<file path="config.mk">
export PLATFORM = sky130hd
export DESIGN_NAME = gregorian_date_arithmetic
export DESIGN_NICKNAME = d
export VERILOG_FILES = /design/src/hw/rtl/dga_pkg.sv /design/src/hw/rtl/dga_front.sv /design/src/hw/rtl/dga_queue.sv /design/src/hw/rtl/dga_back.sv /design/src/hw/rtl/gregorian_date_arithmetic.sv
export SDC_FILE = /design/constraint.sdc
export NUM_CORES = 1
export LEC_CHECK = 0
export BUFFER_PORTS_ARGS = -buffer_cell sky130_fd_sc_hd__buf_2
export CELL_PAD_IN_SITES_DETAIL_PLACEMENT = 1
export CELL_PAD_IN_SITES_GLOBAL_PLACEMENT = 2
export CORE_MARGIN = 2
export CORE_UTILIZATION = 48
export CTS_BUF_LIST = sky130_fd_sc_hd__clkbuf_2 sky130_fd_sc_hd__clkbuf_4 sky130_fd_sc_hd__clkbuf_8
export CTS_CLUSTER_DIAMETER = 40
export DETAILED_ROUTE_END_ITERATION = 8
export PLACE_DENSITY = 0.89
export SYNTH_ARGS = -nofsm -noshare
export SYNTH_HDL_FRONTEND = slang
export SYNTH_SLANG_ARGS = --single-unit
</file>
<file path="constraint.sdc">
create_clock -name clk -period 21.3 [get_ports clk]
set_clock_uncertainty 0.2 [all_clocks]
set_input_delay 4.26 -clock clk [delete_from_list [all_inputs] [get_ports clk]]
set_output_delay 4.26 -clock clk [all_outputs]
set_load 0.01 [all_outputs]
</file>
<file path="src/hw/rtl/dga_pkg.sv">
// Shared types, constants and calendar tables for the Gregorian date unit.
// Used by the front, queue, back, checker and top-level modules; depends on nothing.
package dga_pkg;

  // Field widths of the input and result words.
  localparam int unsigned OP_W     = 3;
  localparam int unsigned YEAR_W   = 14;
  localparam int unsigned MONTH_W  = 4;
  localparam int unsigned DAY_W    = 5;
  localparam int unsigned OFFSET_W = 22;
  localparam int unsigned SCALAR_W = 22;
  localparam int unsigned CMP_W    = 2;

  // Internal widths.
  localparam int unsigned SERIAL_W = 23;  // serial day count up to year 16383
  localparam int unsigned SIGNED_W = 25;  // serial plus or minus an offset
  localparam int unsigned QY_W     = 8;   // year divided by 100
  localparam int unsigned DOY_W    = 9;   // day within a year
  localparam int unsigned PROD_W   = 27;  // year times the reciprocal of 100

  // Calendar constants.
  localparam int unsigned YEAR_LIMIT      = 16383;
  localparam int unsigned DAYS_400        = 146097;
  localparam int unsigned DAYS_100        = 36524;
  localparam int unsigned DAYS_4          = 1461;
  localparam int unsigned DAYS_1          = 365;
  localparam int unsigned CENTURY         = 100;
  localparam int unsigned MONTHS_PER_YEAR = 12;
  localparam int unsigned MONTH_FEB       = 2;
  localparam int unsigned LAST_YEAR_Q     = 3;   // last year of a 4-year or century span
  localparam int unsigned LAST_QUAD_Q     = 24;  // quad that holds a century year

  // Floor(y / 100) equals (y * RECIP_100) >> RECIP_SHIFT for every 14-bit y.
  localparam int unsigned RECIP_100   = 5243;
  localparam int unsigned RECIP_SHIFT = 19;

  localparam logic [SCALAR_W-1:0] SCALAR_MAX = '1;

  // Restoring division of a serial count: 6 quad-century, 2 century,
  // 5 four-year and 2 single-year steps.
  localparam int unsigned SPAN_STEPS = 15;
  localparam int unsigned STEP_W     = $clog2(SPAN_STEPS);

  localparam int unsigned QUEUE_DEPTH = 2;

  localparam logic signed [CMP_W-1:0] CMP_LESS    = -2'sd1;
  localparam logic signed [CMP_W-1:0] CMP_EQUAL   = 2'sd0;
  localparam logic signed [CMP_W-1:0] CMP_GREATER = 2'sd1;

  typedef enum logic [OP_W-1:0] {
    OP_NEXT,
    OP_PREV,
    OP_ADD,
    OP_SUB,
    OP_COMPARE,
    OP_DAY_OF_YEAR,
    OP_SERIAL,
    OP_MONTH_LEN
  } op_t;

  typedef enum logic [1:0] {
    GRP_400,
    GRP_100,
    GRP_4,
    GRP_1
  } grp_t;

  typedef enum logic [2:0] {
    B_IDLE,
    B_SER1,
    B_SER2,
    B_EVAL,
    B_SPAN,
    B_MONTH,
    B_DONE
  } bstate_t;

  // One division step: the span in days, the years it stands for, its group.
  typedef struct packed {
    logic [SERIAL_W-1:0] span;
    logic [YEAR_W-1:0]   years;
    grp_t                grp;
  } span_t;

  // A classified word as it travels from the front to the back.
  typedef struct packed {
    op_t                 op;
    logic [YEAR_W-1:0]   year;
    logic [MONTH_W-1:0]  month;
    logic [DAY_W-1:0]    day;
    logic [OFFSET_W-1:0] offset;
    logic [YEAR_W-1:0]   oth_year;
    logic [MONTH_W-1:0]  oth_month;
    logic [DAY_W-1:0]    oth_day;
    logic                leap;
    logic                valid;
    logic [QY_W-1:0]     qcent;   // (year - 1) / 100
    logic [DAY_W-1:0]    mlen;
  } item_t;

  function automatic logic [DAY_W-1:0] month_len(input logic [MONTH_W-1:0] m,
                                                 input logic leap);
    logic [DAY_W-1:0] len;
    case (m)
      4'd2:    len = leap ? DAY_W'(29) : DAY_W'(28);
      4'd4,
      4'd6,
      4'd9,
      4'd11:   len = DAY_W'(30);
      default: len = DAY_W'(31);
    endcase
    return len;
  endfunction

  // Days in the months before month m of a year.
  function automatic logic [DOY_W-1:0] days_before(input logic [MONTH_W-1:0] m,
                                                   input logic leap);
    logic [DOY_W-1:0] base;
    case (m)
      4'd1:    base = DOY_W'(0);
      4'd2:    base = DOY_W'(31);
      4'd3:    base = DOY_W'(59);
      4'd4:    base = DOY_W'(90);
      4'd5:    base = DOY_W'(120);
      4'd6:    base = DOY_W'(151);
      4'd7:    base = DOY_W'(181);
      4'd8:    base = DOY_W'(212);
      4'd9:    base = DOY_W'(243);
      4'd10:   base = DOY_W'(273);
      4'd11:   base = DOY_W'(304);
      4'd12:   base = DOY_W'(334);
      default: base = DOY_W'(0);
    endcase
    if (leap && (m > MONTH_W'(MONTH_FEB))) begin
      base = base + DOY_W'(1);
    end
    return base;
  endfunction

  function automatic span_t span_step(input logic [STEP_W-1:0] idx);
    span_t s;
    case (idx)
      4'd0:    s = '{SERIAL_W'(DAYS_400 << 5), YEAR_W'(400 << 5), GRP_400};
      4'd1:    s = '{SERIAL_W'(DAYS_400 << 4), YEAR_W'(400 << 4), GRP_400};
      4'd2:    s = '{SERIAL_W'(DAYS_400 << 3), YEAR_W'(400 << 3), GRP_400};
      4'd3:    s = '{SERIAL_W'(DAYS_400 << 2), YEAR_W'(400 << 2), GRP_400};
      4'd4:    s = '{SERIAL_W'(DAYS_400 << 1), YEAR_W'(400 << 1), GRP_400};
      4'd5:    s = '{SERIAL_W'(DAYS_400), YEAR_W'(400), GRP_400};
      4'd6:    s = '{SERIAL_W'(DAYS_100 << 1), YEAR_W'(100 << 1), GRP_100};
      4'd7:    s = '{SERIAL_W'(DAYS_100), YEAR_W'(100), GRP_100};
      4'd8:    s = '{SERIAL_W'(DAYS_4 << 4), YEAR_W'(4 << 4), GRP_4};
      4'd9:    s = '{SERIAL_W'(DAYS_4 << 3), YEAR_W'(4 << 3), GRP_4};
      4'd10:   s = '{SERIAL_W'(DAYS_4 << 2), YEAR_W'(4 << 2), GRP_4};
      4'd11:   s = '{SERIAL_W'(DAYS_4 << 1), YEAR_W'(4 << 1), GRP_4};
      4'd12:   s = '{SERIAL_W'(DAYS_4), YEAR_W'(4), GRP_4};
      4'd13:   s = '{SERIAL_W'(DAYS_1 << 1), YEAR_W'(2), GRP_1};
      4'd14:   s = '{SERIAL_W'(DAYS_1), YEAR_W'(1), GRP_1};
      default: s = '{'0, '0, GRP_400};
    endcase
    return s;
  endfunction

endpackage

</file>
<file path="src/hw/rtl/dga_front.sv">
// Front end of the date unit: accepts input words and classifies them
// (leap year, month length, date validity). Depends on dga_pkg.
module dga_front import dga_pkg::*; #(
  parameter int unsigned MAX_YEAR = 9999
) (
  input  logic                clk,
  input  logic                rst_n,
  input  logic                in_valid,
  output logic                in_stall,
  input  logic [OP_W-1:0]     in_opcode,
  input  logic [YEAR_W-1:0]   in_date_year,
  input  logic [MONTH_W-1:0]  in_date_month,
  input  logic [DAY_W-1:0]    in_date_day,
  input  logic [OFFSET_W-1:0] in_day_offset,
  input  logic [YEAR_W-1:0]   in_other_year,
  input  logic [MONTH_W-1:0]  in_other_month,
  input  logic [DAY_W-1:0]    in_other_day,
  input  logic                q_full,
  output logic                push,
  output item_t               push_item
);

  localparam int unsigned YMAX = (MAX_YEAR > YEAR_LIMIT) ? YEAR_LIMIT : MAX_YEAR;

  logic                f_valid_r, f_valid_nxt;
  logic [OP_W-1:0]     f_op_r;
  logic [YEAR_W-1:0]   f_year_r;
  logic [MONTH_W-1:0]  f_month_r;
  logic [DAY_W-1:0]    f_day_r;
  logic [OFFSET_W-1:0] f_offset_r;
  logic [YEAR_W-1:0]   f_oyear_r;
  logic [MONTH_W-1:0]  f_omonth_r;
  logic [DAY_W-1:0]    f_oday_r;
  logic [PROD_W-1:0]   f_prod_r, f_prod_nxt;
  logic                accept;

  logic [QY_W-1:0]     qy;
  logic [YEAR_W-1:0]   cent;
  logic                div100;
  logic                div400;
  logic                leap;
  logic [DAY_W-1:0]    mlen;
  logic                date_ok;

  // The holding register frees up whenever its word moves into the queue.
  assign push     = f_valid_r && !q_full;
  assign in_stall = f_valid_r && q_full;
  assign accept   = in_valid && !in_stall;

  always_comb begin
    f_valid_nxt = f_valid_r;
    if (accept) begin
      f_valid_nxt = 1'b1;
    end else if (push) begin
      f_valid_nxt = 1'b0;
    end
  end

  // The year times the reciprocal of 100 is registered with the word.
  assign f_prod_nxt = PROD_W'(in_date_year) * PROD_W'(RECIP_100);

  always_ff @(posedge clk) begin
    if (!rst_n) begin
      f_valid_r <= 1'b0;
    end else begin
      f_valid_r <= f_valid_nxt;
    end
  end

  always_ff @(posedge clk) begin
    if (accept) begin
      f_op_r     <= in_opcode;
      f_year_r   <= in_date_year;
      f_month_r  <= in_date_month;
      f_day_r    <= in_date_day;
      f_offset_r <= in_day_offset;
      f_oyear_r  <= in_other_year;
      f_omonth_r <= in_other_month;
      f_oday_r   <= in_other_day;
      f_prod_r   <= f_prod_nxt;
    end
  end

  // Leap-year rule: the century test checks the quotient by 100 back.
  assign qy     = f_prod_r[RECIP_SHIFT +: QY_W];
  assign cent   = YEAR_W'(qy) * YEAR_W'(CENTURY);
  assign div100 = (f_year_r == cent);
  assign div400 = div100 && (qy[1:0] == 2'b00);
  assign leap   = ((f_year_r[1:0] == 2'b00) && !div100) || div400;
  assign mlen   = month_len(f_month_r, leap);

  // Date validity covers year range, month range and day within the month.
  assign date_ok = (f_year_r != '0) && (f_year_r <= YEAR_W'(YMAX)) &&
                   (f_month_r != '0) && (f_month_r <= MONTH_W'(MONTHS_PER_YEAR)) &&
                   (f_day_r != '0) && (f_day_r <= mlen);

  always_comb begin
    push_item.op        = op_t'(f_op_r);
    push_item.year      = f_year_r;
    push_item.month     = f_month_r;
    push_item.day       = f_day_r;
    push_item.offset    = f_offset_r;
    push_item.oth_year  = f_oyear_r;
    push_item.oth_month = f_omonth_r;
    push_item.oth_day   = f_oday_r;
    push_item.leap      = leap;
    push_item.valid     = date_ok;
    // Whole centuries before the year: one less when the year itself ends one.
    push_item.qcent     = qy - QY_W'(div100);
    push_item.mlen      = mlen;
  end

endmodule

</file>
<file path="src/hw/rtl/dga_queue.sv">
// Short queue of classified words between the front and the back.
// Depends on dga_pkg for the word type and the depth.
module dga_queue import dga_pkg::*; (
  input  logic  clk,
  input  logic  rst_n,
  input  logic  push,
  input  item_t push_item,
  input  logic  pop,
  output logic  full,
  output logic  empty,
  output item_t head
);

  localparam int unsigned PTR_W = (QUEUE_DEPTH > 1) ? $clog2(QUEUE_DEPTH) : 1;
  localparam int unsigned CNT_W = $clog2(QUEUE_DEPTH + 1);

  item_t             ent_r [QUEUE_DEPTH];
  logic [PTR_W-1:0]  wr_ptr_r, wr_ptr_nxt;
  logic [PTR_W-1:0]  rd_ptr_r, rd_ptr_nxt;
  logic [CNT_W-1:0]  count_r, count_nxt;

  assign full  = (count_r == CNT_W'(QUEUE_DEPTH));
  assign empty = (count_r == '0);
  assign head  = ent_r[rd_ptr_r];

  // Pointers wrap at the depth; the count tracks occupancy.
  always_comb begin
    wr_ptr_nxt = wr_ptr_r;
    rd_ptr_nxt = rd_ptr_r;
    count_nxt  = count_r;
    if (push) begin
      wr_ptr_nxt = (wr_ptr_r == PTR_W'(QUEUE_DEPTH - 1)) ? '0 : wr_ptr_r + PTR_W'(1);
    end
    if (pop) begin
      rd_ptr_nxt = (rd_ptr_r == PTR_W'(QUEUE_DEPTH - 1)) ? '0 : rd_ptr_r + PTR_W'(1);
    end
    if (push && !pop) begin
      count_nxt = count_r + CNT_W'(1);
    end else if (pop && !push) begin
      count_nxt = count_r - CNT_W'(1);
    end
  end

  always_ff @(posedge clk) begin
    if (!rst_n) begin
      wr_ptr_r <= '0;
      rd_ptr_r <= '0;
      count_r  <= '0;
    end else begin
      wr_ptr_r <= wr_ptr_nxt;
      rd_ptr_r <= rd_ptr_nxt;
      count_r  <= count_nxt;
    end
  end

  always_ff @(posedge clk) begin
    if (push) begin
      ent_r[wr_ptr_r] <= push_item;
    end
  end

endmodule

</file>
<file path="src/hw/rtl/dga_back.sv">
// Back end of the date unit: a sequencer that converts dates to serial day
// counts and back, and drives the result register. Depends on dga_pkg.
module dga_back import dga_pkg::*; #(
  parameter int unsigned MAX_YEAR = 9999
) (
  input  logic                       clk,
  input  logic                       rst_n,
  input  logic                       q_empty,
  input  item_t                      head,
  output logic                       pop,
  output logic                       out_valid,
  input  logic                       out_stall,
  output logic [YEAR_W-1:0]          out_result_year,
  output logic [MONTH_W-1:0]         out_result_month,
  output logic [DAY_W-1:0]           out_result_day,
  output logic signed [CMP_W-1:0]    out_compare_result,
  output logic [SCALAR_W-1:0]        out_scalar_value,
  output logic                       out_error_flag
);

  localparam int unsigned YMAX = (MAX_YEAR > YEAR_LIMIT) ? YEAR_LIMIT : MAX_YEAR;
  localparam int unsigned PY   = YMAX - 1;
  localparam int unsigned YMAX_LEAP =
      (((YMAX % 4) == 0) && ((YMAX % 100) != 0)) || ((YMAX % 400) == 0) ? 1 : 0;
  // Serial count of December 31 of the last allowed year.
  localparam int unsigned SERIAL_LAST =
      PY * DAYS_1 + PY / 4 - PY / 100 + PY / 400 + (DAYS_1 - 1) + YMAX_LEAP;

  bstate_t                   st_r, st_nxt;
  item_t                     w_r, w_nxt;
  logic [SERIAL_W-1:0]       base_r, base_nxt;
  logic [SERIAL_W-1:0]       serial_r, serial_nxt;
  logic [SERIAL_W-1:0]       r_r, r_nxt;
  logic [YEAR_W-1:0]         yacc_r, yacc_nxt;
  logic [STEP_W-1:0]         step_r, step_nxt;
  logic [1:0]                q100_r, q100_nxt;
  logic [4:0]                q4_r, q4_nxt;
  logic [1:0]                q1_r, q1_nxt;
  logic [MONTH_W-1:0]        mon_r, mon_nxt;

  logic [YEAR_W-1:0]         res_year_r, res_year_nxt;
  logic [MONTH_W-1:0]        res_month_r, res_month_nxt;
  logic [DAY_W-1:0]          res_day_r, res_day_nxt;
  logic signed [CMP_W-1:0]   res_cmp_r, res_cmp_nxt;
  logic [SCALAR_W-1:0]       res_scal_r, res_scal_nxt;
  logic                      res_err_r, res_err_nxt;

  logic                      out_valid_r, out_valid_nxt;
  logic [YEAR_W-1:0]         out_year_r;
  logic [MONTH_W-1:0]        out_month_r;
  logic [DAY_W-1:0]          out_day_r;
  logic signed [CMP_W-1:0]   out_cmp_r;
  logic [SCALAR_W-1:0]       out_scal_r;
  logic                      out_err_r;

  logic                      out_load;
  logic [YEAR_W-1:0]         p;
  logic signed [SIGNED_W-1:0] s_base;
  logic signed [SIGNED_W-1:0] s_delta;
  logic signed [SIGNED_W-1:0] s_val;
  logic                      is_date_op;
  logic                      range_bad;
  logic                      ser_sat;
  logic [DOY_W-1:0]          doy;
  logic signed [CMP_W-1:0]   cmp;
  span_t                     sp;
  logic                      take;
  logic                      rleap;
  logic [DAY_W-1:0]          ml;
  logic                      month_step;

  // Shared evaluation terms.
  assign p          = w_r.year - YEAR_W'(1);
  assign is_date_op = (w_r.op == OP_NEXT) || (w_r.op == OP_PREV) ||
                      (w_r.op == OP_ADD) || (w_r.op == OP_SUB);
  assign s_base     = $signed(SIGNED_W'(serial_r));
  assign s_delta    = ((w_r.op == OP_NEXT) || (w_r.op == OP_PREV)) ?
                      $signed(SIGNED_W'(1)) : $signed(SIGNED_W'(w_r.offset));
  assign s_val      = ((w_r.op == OP_NEXT) || (w_r.op == OP_ADD)) ?
                      (s_base + s_delta) : (s_base - s_delta);
  assign range_bad  = (s_val < $signed(SIGNED_W'(0))) ||
                      (s_val > $signed(SIGNED_W'(SERIAL_LAST)));
  assign ser_sat    = (serial_r > SERIAL_W'(SCALAR_MAX));
  assign doy        = days_before(w_r.month, w_r.leap) + DOY_W'(w_r.day) - DOY_W'(1);

  // Three-way compare on the raw fields, year first.
  always_comb begin
    if (w_r.year != w_r.oth_year) begin
      cmp = (w_r.year > w_r.oth_year) ? CMP_GREATER : CMP_LESS;
    end else if (w_r.month != w_r.oth_month) begin
      cmp = (w_r.month > w_r.oth_month) ? CMP_GREATER : CMP_LESS;
    end else if (w_r.day != w_r.oth_day) begin
      cmp = (w_r.day > w_r.oth_day) ? CMP_GREATER : CMP_LESS;
    end else begin
      cmp = CMP_EQUAL;
    end
  end

  // Division step and month walk terms.
  assign sp         = span_step(step_r);
  assign take       = (r_r >= sp.span);
  assign rleap      = (q1_r == 2'(LAST_YEAR_Q)) &&
                      !((q4_r == 5'(LAST_QUAD_Q)) && (q100_r != 2'(LAST_YEAR_Q)));
  assign ml         = month_len(mon_r, rleap);
  assign month_step = (r_r >= SERIAL_W'(ml)) && (mon_r < MONTH_W'(MONTHS_PER_YEAR));

  // Next state of the sequencer.
  always_comb begin
    st_nxt = st_r;
    case (st_r)
      B_IDLE: begin
        if (!q_empty) begin
          st_nxt = B_SER1;
        end
      end
      B_SER1: st_nxt = B_SER2;
      B_SER2: st_nxt = B_EVAL;
      B_EVAL: begin
        if (w_r.valid && is_date_op && !range_bad) begin
          st_nxt = B_SPAN;
        end else begin
          st_nxt = B_DONE;
        end
      end
      B_SPAN: begin
        if (step_r == STEP_W'(SPAN_STEPS - 1)) begin
          st_nxt = B_MONTH;
        end
      end
      B_MONTH: begin
        if (!month_step) begin
          st_nxt = B_DONE;
        end
      end
      B_DONE: begin
        if (!out_valid_r || !out_stall) begin
          st_nxt = B_IDLE;
        end
      end
      default: st_nxt = B_IDLE;
    endcase
  end

  // Control outputs of the sequencer.
  always_comb begin
    pop      = 1'b0;
    out_load = 1'b0;
    case (st_r)
      B_IDLE:  pop = !q_empty;
      B_DONE:  out_load = !out_valid_r || !out_stall;
      default: begin
        pop      = 1'b0;
        out_load = 1'b0;
      end
    endcase
  end

  // Datapath next values.
  always_comb begin
    w_nxt         = w_r;
    base_nxt      = base_r;
    serial_nxt    = serial_r;
    r_nxt         = r_r;
    yacc_nxt      = yacc_r;
    step_nxt      = step_r;
    q100_nxt      = q100_r;
    q4_nxt        = q4_r;
    q1_nxt        = q1_r;
    mon_nxt       = mon_r;
    res_year_nxt  = res_year_r;
    res_month_nxt = res_month_r;
    res_day_nxt   = res_day_r;
    res_cmp_nxt   = res_cmp_r;
    res_scal_nxt  = res_scal_r;
    res_err_nxt   = res_err_r;
    case (st_r)
      B_IDLE: begin
        w_nxt = head;
      end
      B_SER1: begin
        base_nxt = SERIAL_W'(p) * SERIAL_W'(DAYS_1);
      end
      B_SER2: begin
        serial_nxt = base_r + SERIAL_W'(p >> 2) - SERIAL_W'(w_r.qcent) +
                     SERIAL_W'(w_r.qcent >> 2) +
                     SERIAL_W'(days_before(w_r.month, w_r.leap)) +
                     SERIAL_W'(w_r.day) - SERIAL_W'(1);
      end
      B_EVAL: begin
        // Default: the operand date echoes with nothing else set.
        res_year_nxt  = w_r.year;
        res_month_nxt = w_r.month;
        res_day_nxt   = w_r.day;
        res_cmp_nxt   = CMP_EQUAL;
        res_scal_nxt  = '0;
        res_err_nxt   = 1'b0;
        r_nxt         = s_val[SERIAL_W-1:0];
        yacc_nxt      = YEAR_W'(1);
        step_nxt      = '0;
        q100_nxt      = '0;
        q4_nxt        = '0;
        q1_nxt        = '0;
        mon_nxt       = MONTH_W'(1);
        if (!w_r.valid || (is_date_op && range_bad)) begin
          res_year_nxt  = '0;
          res_month_nxt = '0;
          res_day_nxt   = '0;
          res_err_nxt   = 1'b1;
        end else begin
          case (w_r.op)
            OP_COMPARE:     res_cmp_nxt = cmp;
            OP_DAY_OF_YEAR: res_scal_nxt = SCALAR_W'(doy);
            OP_SERIAL: begin
              if (ser_sat) begin
                res_scal_nxt = SCALAR_MAX;
                res_err_nxt  = 1'b1;
              end else begin
                res_scal_nxt = serial_r[SCALAR_W-1:0];
              end
            end
            OP_MONTH_LEN:   res_scal_nxt = SCALAR_W'(w_r.mlen);
            default:        res_scal_nxt = '0;
          endcase
        end
      end
      B_SPAN: begin
        // One restoring step: subtract the span if it fits.
        if (take) begin
          r_nxt    = r_r - sp.span;
          yacc_nxt = yacc_r + sp.years;
        end
        case (sp.grp)
          GRP_100: q100_nxt = {q100_r[0], take};
          GRP_4:   q4_nxt   = {q4_r[3:0], take};
          GRP_1:   q1_nxt   = {q1_r[0], take};
          default: q100_nxt = q100_r;
        endcase
        step_nxt = step_r + STEP_W'(1);
      end
      B_MONTH: begin
        if (month_step) begin
          r_nxt   = r_r - SERIAL_W'(ml);
          mon_nxt = mon_r + MONTH_W'(1);
        end else begin
          res_year_nxt  = yacc_r;
          res_month_nxt = mon_r;
          res_day_nxt   = r_r[DAY_W-1:0] + DAY_W'(1);
        end
      end
      default: begin
        w_nxt = w_r;
      end
    endcase
  end

  // The result register frees up when its word is taken.
  always_comb begin
    out_valid_nxt = out_valid_r && out_stall;
    if (out_load) begin
      out_valid_nxt = 1'b1;
    end
  end

  always_ff @(posedge clk) begin
    if (!rst_n) begin
      st_r        <= B_IDLE;
      out_valid_r <= 1'b0;
    end else begin
      st_r        <= st_nxt;
      out_valid_r <= out_valid_nxt;
    end
  end

  always_ff @(posedge clk) begin
    w_r         <= w_nxt;
    base_r      <= base_nxt;
    serial_r    <= serial_nxt;
    r_r         <= r_nxt;
    yacc_r      <= yacc_nxt;
    step_r      <= step_nxt;
    q100_r      <= q100_nxt;
    q4_r        <= q4_nxt;
    q1_r        <= q1_nxt;
    mon_r       <= mon_nxt;
    res_year_r  <= res_year_nxt;
    res_month_r <= res_month_nxt;
    res_day_r   <= res_day_nxt;
    res_cmp_r   <= res_cmp_nxt;
    res_scal_r  <= res_scal_nxt;
    res_err_r   <= res_err_nxt;
  end

  always_ff @(posedge clk) begin
    if (out_load) begin
      out_year_r  <= res_year_r;
      out_month_r <= res_month_r;
      out_day_r   <= res_day_r;
      out_cmp_r   <= res_cmp_r;
      out_scal_r  <= res_scal_r;
      out_err_r   <= res_err_r;
    end
  end

  assign out_valid          = out_valid_r;
  assign out_result_year    = out_year_r;
  assign out_result_month   = out_month_r;
  assign out_result_day     = out_day_r;
  assign out_compare_result = out_cmp_r;
  assign out_scalar_value   = out_scal_r;
  assign out_error_flag     = out_err_r;

endmodule

</file>
<file path="src/hw/rtl/gregorian_date_arithmetic.sv">
// Gregorian date arithmetic unit, top level.
// Input channel (in_*): opcode, operand date, day offset and second date;
// a word is taken at a clock edge with in_valid high and in_stall low.
// Result channel (out_*): result date, three-way compare, scalar value and
// error flag, one result word per input word, in order.
// The front registers and classifies each word and hands it to a two-entry
// queue; the back sequencer converts it and writes the result register.
// Each word passes the front register, the queue and the back states SER1,
// SER2 and EVAL; next, previous, add and subtract then run the 15
// restoring division steps over 400-, 100-, 4- and 1-year spans plus one
// step per month walked, while other operations, invalid dates and
// out-of-range results go straight to DONE, which loads the result register.
// The back handles one word at a time: it pops the next word only after
// the result register has taken the last one.
// A synchronous low rst_n empties the front, the queue and the result
// register. While out_stall is high the result word holds; the queue keeps
// accepting until it fills, and in_stall rises once the front also holds a word.
// Depends on dga_pkg, dga_front, dga_queue and dga_back.
module gregorian_date_arithmetic import dga_pkg::*; #(
  parameter int unsigned MAX_YEAR = 9999
) (
  input  logic                    clk,
  input  logic                    rst_n,
  input  logic                    in_valid,
  output logic                    in_stall,
  input  logic [OP_W-1:0]         in_opcode,
  input  logic [YEAR_W-1:0]       in_date_year,
  input  logic [MONTH_W-1:0]      in_date_month,
  input  logic [DAY_W-1:0]        in_date_day,
  input  logic [OFFSET_W-1:0]     in_day_offset,
  input  logic [YEAR_W-1:0]       in_other_year,
  input  logic [MONTH_W-1:0]      in_other_month,
  input  logic [DAY_W-1:0]        in_other_day,
  output logic                    out_valid,
  input  logic                    out_stall,
  output logic [YEAR_W-1:0]       out_result_year,
  output logic [MONTH_W-1:0]      out_result_month,
  output logic [DAY_W-1:0]        out_result_day,
  output logic signed [CMP_W-1:0] out_compare_result,
  output logic [SCALAR_W-1:0]     out_scalar_value,
  output logic                    out_error_flag
);

  logic  q_push;
  logic  q_pop;
  logic  q_full;
  logic  q_empty;
  item_t q_in;
  item_t q_head;

  // Front: accept and classify.
  dga_front #(
    .MAX_YEAR (MAX_YEAR)
  ) u_front (
    .clk            (clk),
    .rst_n          (rst_n),
    .in_valid       (in_valid),
    .in_stall       (in_stall),
    .in_opcode      (in_opcode),
    .in_date_year   (in_date_year),
    .in_date_month  (in_date_month),
    .in_date_day    (in_date_day),
    .in_day_offset  (in_day_offset),
    .in_other_year  (in_other_year),
    .in_other_month (in_other_month),
    .in_other_day   (in_other_day),
    .q_full         (q_full),
    .push           (q_push),
    .push_item      (q_in)
  );

  // Queue between the two halves.
  dga_queue u_queue (
    .clk       (clk),
    .rst_n     (rst_n),
    .push      (q_push),
    .push_item (q_in),
    .pop       (q_pop),
    .full      (q_full),
    .empty     (q_empty),
    .head      (q_head)
  );

  // Back: conversion sequencer and result register.
  dga_back #(
    .MAX_YEAR (MAX_YEAR)
  ) u_back (
    .clk                (clk),
    .rst_n              (rst_n),
    .q_empty            (q_empty),
    .head               (q_head),
    .pop                (q_pop),
    .out_valid          (out_valid),
    .out_stall          (out_stall),
    .out_result_year    (out_result_year),
    .out_result_month   (out_result_month),
    .out_result_day     (out_result_day),
    .out_compare_result (out_compare_result),
    .out_scalar_value   (out_scalar_value),
    .out_error_flag     (out_error_flag)
  );

endmodule

</file>
==> results of run 1 <==
## worst register-to-register path, stage by stage (launching register included)
cell      delay (ns)
edfxtp_1        0.53
inv_1           0.21
ha_1            0.28
mux4_2          0.54
ha_1            0.22
o311ai_0        0.18
nor3_1          0.18
xor2_1          0.25
fa_1            0.51
inv_1           0.06
fa_1            0.53
inv_1           0.05
fa_1            0.48
ha_1            0.35
nor2b_1         0.14
o21ai_0         0.21
a21boi_0        0.18
o21ai_0         0.38
a211oi_1        0.20
o31ai_1         0.37
o21ai_0         0.19
o41ai_1         0.46
o21bai_1        0.12
a21oi_1         0.19
xnor2_1         0.10
## placed cells by master, fill, tap and decap left out, types with 16 or more instances in the layout
cell,Yosys,layout
xor2_1,52,52
nor2b_1,27,26
o21ai_0,102,101
edfxtp_1,524,524
buf_2,11,124
o31ai_1,29,29
clkbuf_4,0,31
or3_1,23,23
dfxtp_1,47,46
a21o_1,30,30
o21a_1,24,24
nor2_1,216,214
o21bai_1,18,18
nor4_1,18,18
nand3_1,40,40
a211oi_1,28,28
buf_4,2,23
xnor2_1,107,107
nor3_1,66,64
a21oi_1,140,139
mux2_2,85,85
nand2_1,154,154
and3_1,17,16
clkbuf_8,0,112
inv_1,416,416
nand2b_1,20,20
fa_1,145,145
mux2i_1,16,16
ha_1,379,379
## flip-flops by register name, indices dropped and copies added, names as in the netlist, 9 cells and up
register and flops:
u_back.base_r 23, u_back.out_result_year 14, u_back.out_scalar_value 22, u_back.r_r 23, u_back.res_scal_r 22, u_back.res_year_r 14
u_back.serial_r 23, u_back.sp 38, u_back.w_r 83, u_back.yacc_r 14, u_front.f_offset_r 22, u_front.f_oyear_r 14
u_front.f_prod_r 9, u_front.f_year_r 13, u_queue.ent_r 166
## final cells by class
cell class              count  area (µm²)
fillers                  7542       32700
flip-flops and latches    571       16700
multi-input cells        1912       16400
clock buffers             143        1770
inverters                 416        1560
well taps                 950        1190
repair buffers            147         793
clock inverters            59         682
diodes                      1        2.50
## worst min-delay path by stage
stage / start / end / slack (ns) / cells after the start
after floorplan: u_back.res_cmp_r[0]$_SDFFCE_PP0P_ / u_back.out_compare_result[0]$_DFFE_PP_ / 0.20 / 0
after global placement: u_back.res_scal_r[21]$_SDFFCE_PP0P_ / u_back.out_scalar_value[21]$_DFFE_PP_ / 0.20 / 0
after detailed placement: u_back.res_scal_r[4]$_SDFFCE_PP0P_ / u_back.out_scalar_value[4]$_DFFE_PP_ / 0.21 / 0
after CTS: u_back.res_scal_r[5]$_SDFFCE_PP0P_ / u_back.out_scalar_value[5]$_DFFE_PP_ / 0.22 / 0
after global routing: u_back.res_scal_r[13]$_SDFFCE_PP0P_ / u_back.out_scalar_value[13]$_DFFE_PP_ / 0.22 / 0
final: u_back.res_scal_r[4]$_SDFFCE_PP0P_ / u_back.out_scalar_value[4]$_DFFE_PP_ / 0.22 / 0
## synth_stat cells, drive strengths merged, types with 6 or more instances
cell type / number / area, µm²
and2: 9 / 56.3
o211ai: 10 / 75.1
nand4: 15 / 93.8
nand3: 40 / 200
o41ai: 7 / 61.3
inv: 416 / 1560
dfxtp: 47 / 941
mux2i: 16 / 160
mux2: 85 / 957
nand2: 154 / 578
o31ai: 30 / 230
ha: 379 / 4740
a31oi: 11 / 68.8
xor2: 52 / 455
o21bai: 18 / 135
a21oi: 140 / 701
nor2: 216 / 811
a21boi: 14 / 105
and3: 17 / 106
nand2b: 20 / 125
nor3: 67 / 347
o221ai: 7 / 61.3
or2: 14 / 87.6
clkbuf: 59 / 223
or4: 10 / 78.8
o21a: 24 / 180
nand3b: 6 / 45.0
a21o: 30 / 225
o22ai: 7 / 50.1
fa: 145 / 2900
edfxtp: 524 / 15700
nor4: 18 / 113
buf: 17 / 85.1
a211oi: 28 / 210
nor2b: 27 / 169
xnor2: 107 / 937
o21ai: 105 / 526
or3: 23 / 144
## metrics by stage
stage / cells / setup WS (ns) / hold slack, ns
6_report: 4199 / 12.05 / 0.218
5_1_grt: 4199 / 11.61 / 0.223
4_1_cts: 4198 / 12.00 / 0.221
3_5_place_dp: 3996 / 11.23 / 0.206
3_3_place_gp: 3996 / 11.31 / 0.205
2_1_floorplan: 2975 / 12.08 / 0.200
## routing by layer
metal / wire [µm] / GRT usage (%) / vias up / share of wire (%)
met5: 0 / 0 / - / 0
met4: 3360 / 10.2 / 0 / 3.7
met3: 3520 / 2.92 / 176 / 3.9
met2: 46800 / 44.6 / 479 / 51
met1: 37700 / 30.1 / 11600 / 41
li1: - / - / 10900 / -
## cell families (layout without fill, tap and decap cells)
group / after synthesis / in the layout
AO/OA/AOI/OAI: 484 / 484
XOR/XNOR: 159 / 159
adder cells (fa/ha/maj): 524 / 524
buffers and inverters: 492 / 765
flip-flops: 571 / 571
multiplexers: 102 / 102
other: 0 / 1
AND/OR/NAND/NOR: 643 / 643
==> out/results.ini, run 1 <==
[setup_path]
critPathCapture=u_front.f_prod_r[26]$_DFFE_PP_
cp.arrival_ns=9.52
path_delay_family=compound AO/OA/AOI/OAI gates
crit_buf_inv=5
required_ns=21.57
r2r_setup_slack_ns=13.88
cp.depth=22
cpMaxStageDelayCell=fa_1
r2r-start=u_back.w_r[66]$_DFFE_PP_
path_cells=buf_2, ha_1, inv_1, fa_1, inv_1, ha_1, ha_1, inv_1, fa_1, inv_1, ha_1, and3_1, a31o_2, a21o_1, a211oi_1, o21bai_1, a211o_1, a31oi_1, o21ai_0, a41o_1, o41ai_1, xnor2_1
r2r-end=u_back.serial_r[22]$_DFFE_PP_
end_kind=flop
crit_fanout=7
critical_path.max_stage_delay_ns=0.52
startpoint=in_date_year[4]
crit_path_start_kind=input port
crit_type=input port to flop
r2r_cells=24

[die]
fp.coreArea_um2=71700
dieArea_um2=74800
dieWidth_um=274
io_pins=125
row_count=98
fp.dieH_um=274
start_util_pct=48.6

[synth]
synth_fa_ha_area_share_pct=21.9
yosys.area_share.simple_pct=8.68
synth_edf_count=524
async_reset_ff_share_pct=0
synthXorXnorAreaFrac_pct=3.99
muxShareOfSynthArea_pct=3.27
synth_compound_area_share_pct=8.96
yosysWarningCount=0
synth_seq_cells=571
yosysSeqAreaShare_pct=47.8
synthCells=2975
avgSynthCellArea_um2=11.7
synth_ff_type=edfxtp_1
syn_area_um2=34900
syn-num-nets=3574
ys_types=75
synth_top_family_by_area=adder cells

[drt]
wirelength_mm=91.3
routedWlPerCell_um=21.7
vias=23100
dr.pass1.iters=5
drtIter0Drc=1352
drcViolationCount=0
ant_nets=0
vias_per_cell=5.49

[global_route]
grt_pass1_wl_mm=143
antenna_found_initial=1
grt_pass1_vias=25600
grt_usage_pct=24.8
grt_max_degree=79
grt_remaining_overflow=0

[sta]
rsz0062_at_grt=false
period_share_pct=43.4
tns_ns=0
final_max_slew_viol_count=0
setup_viol=0
fmax_ghz=0.108
worstMarginPinSlew_ns=1.22
max_slew_margin_pct=18.5
period_minus_slack_ns=9.25
final_hold_viol_count=0

[cts]
cts_buffers=110
clock-sinks=571
cts_hold_buf=0
cts.clk_slew.worst_paths_ns=0.06
clk_latency_ns=0.75
clock_path_buffers=3
ctsResizeCount=0
post-cts-setup-buffers=0
cts-root-buf=clkbuf_8
cts_tree=built
h-tree-depth=3

[cells_and_area]
layout-drive-gt1-share_pct=14.3
fin_area_um2=39100
area_growth_pct=12.0
final_util_pct=54.5
num-nets-final=3757

[placement]
dpl-instance-area_um2=36600
gp_congestion=0.871
port_buffers=124
dp_hpwl_mm=69.2

[run_status]
status=complete, no violations

[run]
max_cap_violations=0

[hold_path]
hp-class=flop to flop

Power of run 1 is left out: the tool's default activity adds up to more than one toggle a clock period on the data nets, which glitch-free logic cannot reach.
==> run 2, diff against run 1 <==
- ABC_AREA: default -> 1
- CORE_UTILIZATION: 48 -> 38
- PLACE_DENSITY: 0.89 -> 0.8
- clock period: 21.3 -> 8.2 ns (I/O delays scaled with it)
==> run 2 against run 1 <==
Net effect: flip-flop and latch count unchanged; utilization is 11 points lower; die area increased by 31%; wire length increased by 9.9%; setup slack lost 10 ns; global-route usage decreased by 4.2 points; synthesized cell count rose by 27%; count of clock-buffer cells in the layout down 2; hold slack worse by 0.015 ns; register-to-register slack worse by 12 ns; cell area up 4.6%; non-clock buffer count shrank 3; highest routed layer is now met5.
==> out/results.ini, run 2 <==
[run_status]
status=complete, no violations

[synth]
synth_most_common_cell=nand2_1
yosysSeqAreaShare_pct=46.0
synthTopCellsByCount=884 x nand2_1, 673 x inv_1, 524 x edfxtp_1
synth_seq_cells=571
avgSynthCellArea_um2=9.62
synth_top_family_by_area=adder cells
synth_fa_ha_area_share_pct=21.1
muxShareOfSynthArea_pct=0.0276
yosys.area_share.simple_pct=15.6
yosysWarningCount=0
synth_area_leaders=edfxtp_1 43%, ha_1 13%, nand2_1 9.2%, fa_1 8.0%, inv_1 7.0%
synth_compound_area_share_pct=7.15
synth_top_cell_area_share_pct=43.4
synthXorXnorAreaFrac_pct=2.42
synth.largest_area_cell=edfxtp_1
synth_edf_count=524
syn_area_um2=36300
ys_types=62
synthCells=3768
synth_ff_type=edfxtp_1
async_reset_ff_share_pct=0
syn-num-nets=4367

[cts]
clock-sinks=571
cts.clk_slew.worst_paths_ns=0.06
clock_path_buffers=3
cts_tree=built
cts_hold_buf=0
post-cts-setup-buffers=0
cts-root-buf=clkbuf_8
ctsResizeCount=0
cts_buffers=111
clk_latency_ns=0.77
h-tree-depth=3

[global_route]
antenna_found_initial=4
grt_remaining_overflow=0
grt_max_degree=71
grt_pass1_wl_mm=156
grt_usage_pct=20.6
grt_pass1_vias=27400

[drt]
routedWlPerCell_um=18.8
vias=26000
route.met3.wl_mm=3.84
wirelength_mm=100
vias_per_cell=4.88
wl_met1_mm=46.8
ant_nets=0
top_layer_used=met5
drcViolationCount=0
dr.pass1.iters=5
routed-wl-met2_mm=47.5
drtIter0Drc=1214

[die]
dieArea_um2=97900
fp.coreArea_um2=94700
fp.dieH_um=313
dieWidth_um=313
start_util_pct=38.3
row_count=113
io_pins=125

[cells_and_area]
area_growth_pct=12.7
layout_commonest_cell=nand2_1
mostFrequentLayoutCells=884 x nand2_1, 671 x inv_1, 524 x edfxtp_1
num-nets-final=4567
largest_register_ffs=166
top_register=u_queue.ent_r
layout-drive-gt1-share_pct=9.84

[sta]
fmax_ghz=0.154
final_hold_viol_count=0
tns_ns=0
period_minus_slack_ns=6.50
max_slew_margin_pct=24.6
period_share_pct=79.3
rsz0062_at_grt=false
setup_viol=0
worstMarginPinSlew_ns=1.13
final_max_slew_viol_count=0

[placement]
gp_congestion=0.902
dp_hpwl_mm=79.6
port_buffers=124

[setup_path]
crit_fanout=9
crit_type=flop to flop
cp.arrival_ns=6.79
end_kind=flop
r2r-start=u_back.w_r[66]$_DFFE_PP_
startpoint=u_back.w_r[66]$_DFFE_PP_
crit_path_start_kind=flop
required_ns=8.49

[hold_path]
min_from=u_back.res_month_r[2]$_DFFE_PP_
hp-class=flop to flop

[run]
max_cap_violations=0

[run 2: through the flow]
stage          instance area, µm²  hold WS, ns  instances  util (%)  setup WS [ns]
2_1_floorplan               36300        0.200       3768         -           2.16
3_3_place_gp                38400        0.201       5120      40.6           1.66
3_5_place_dp                38400        0.206       5120      40.6           1.59
4_1_cts                     40800        0.214       5321      43.1           1.57
5_1_grt                     40900        0.224       5323      43.1           1.12
6_report                    40900        0.203       5323      43.1           1.70
[run 2: area by class of cell]
cell class | instances | area (µm²)
clock inverters | 60 | 643
inverters | 682 | 2560
multi-input cells | 2458 | 16800
diodes | 2 | 5.00
well taps | 1265 | 1580
clock buffers | 141 | 1780
repair buffers | 144 | 771
flip-flops and latches | 571 | 16700
fillers | 10900 | 53900
[run 2: cell families (layout without fill, tap and decap cells)]
kind of cell               after synthesis  in the layout
other                                    0              2
adders and majority gates              524            524
DFF                                    571            571
and+or+nand+nor                       1385           1385
AOI/OAI and AO/OA                      448            448
muxes                                    1              1
buffers and inverters                  739           1027
xor gates and xnor gates               100            100
[run 2: path summary, 6_finish.rpt]
| kind | slack [ns] | cells after the start | endpoint |
|---|---|---|---|
| setup reg to reg | 1.70 | 23 | u_back.serial_r[22]$_DFFE_PP_ |
| setup / recovery | 1.70 | 23 | u_back.serial_r[22]$_DFFE_PP_ |
| hold / removal | 0.20 | 0 | u_back.out_result_month[2]$_DFFE_PP_ |
| hold reg to reg | 0.20 | 0 | u_back.out_result_month[2]$_DFFE_PP_ |
[run 2: worst max-delay path, stage by stage (launching register included)]
cell and delay (ns):
edfxtp_1 0.53, inv_1 0.17, ha_1 0.30, nand2_1 0.05, a21oi_1 0.29, nand4_1 0.18, o21ai_0 0.58, fa_1 0.55
inv_1 0.10, fa_1 0.41, fa_1 0.55, inv_1 0.04, ha_1 0.35, nand2_1 0.09, nand2_1 0.05, a31oi_1 0.26
o21ai_1 0.15, a21boi_1 0.26, o21ai_1 0.13, a21boi_1 0.22, o21ai_1 0.13, a31oi_1 0.32, o21ai_1 0.13, xor2_1 0.18
[run 2: layer usage]
layer  up-vias  global-route usage [%]
li1      12800                       -
met3       131                    3.12
met4         2                    5.62
met1     12600                    28.0
met2       392                    34.3
met5         -                       0
Power of run 2 is left out for the same reason.
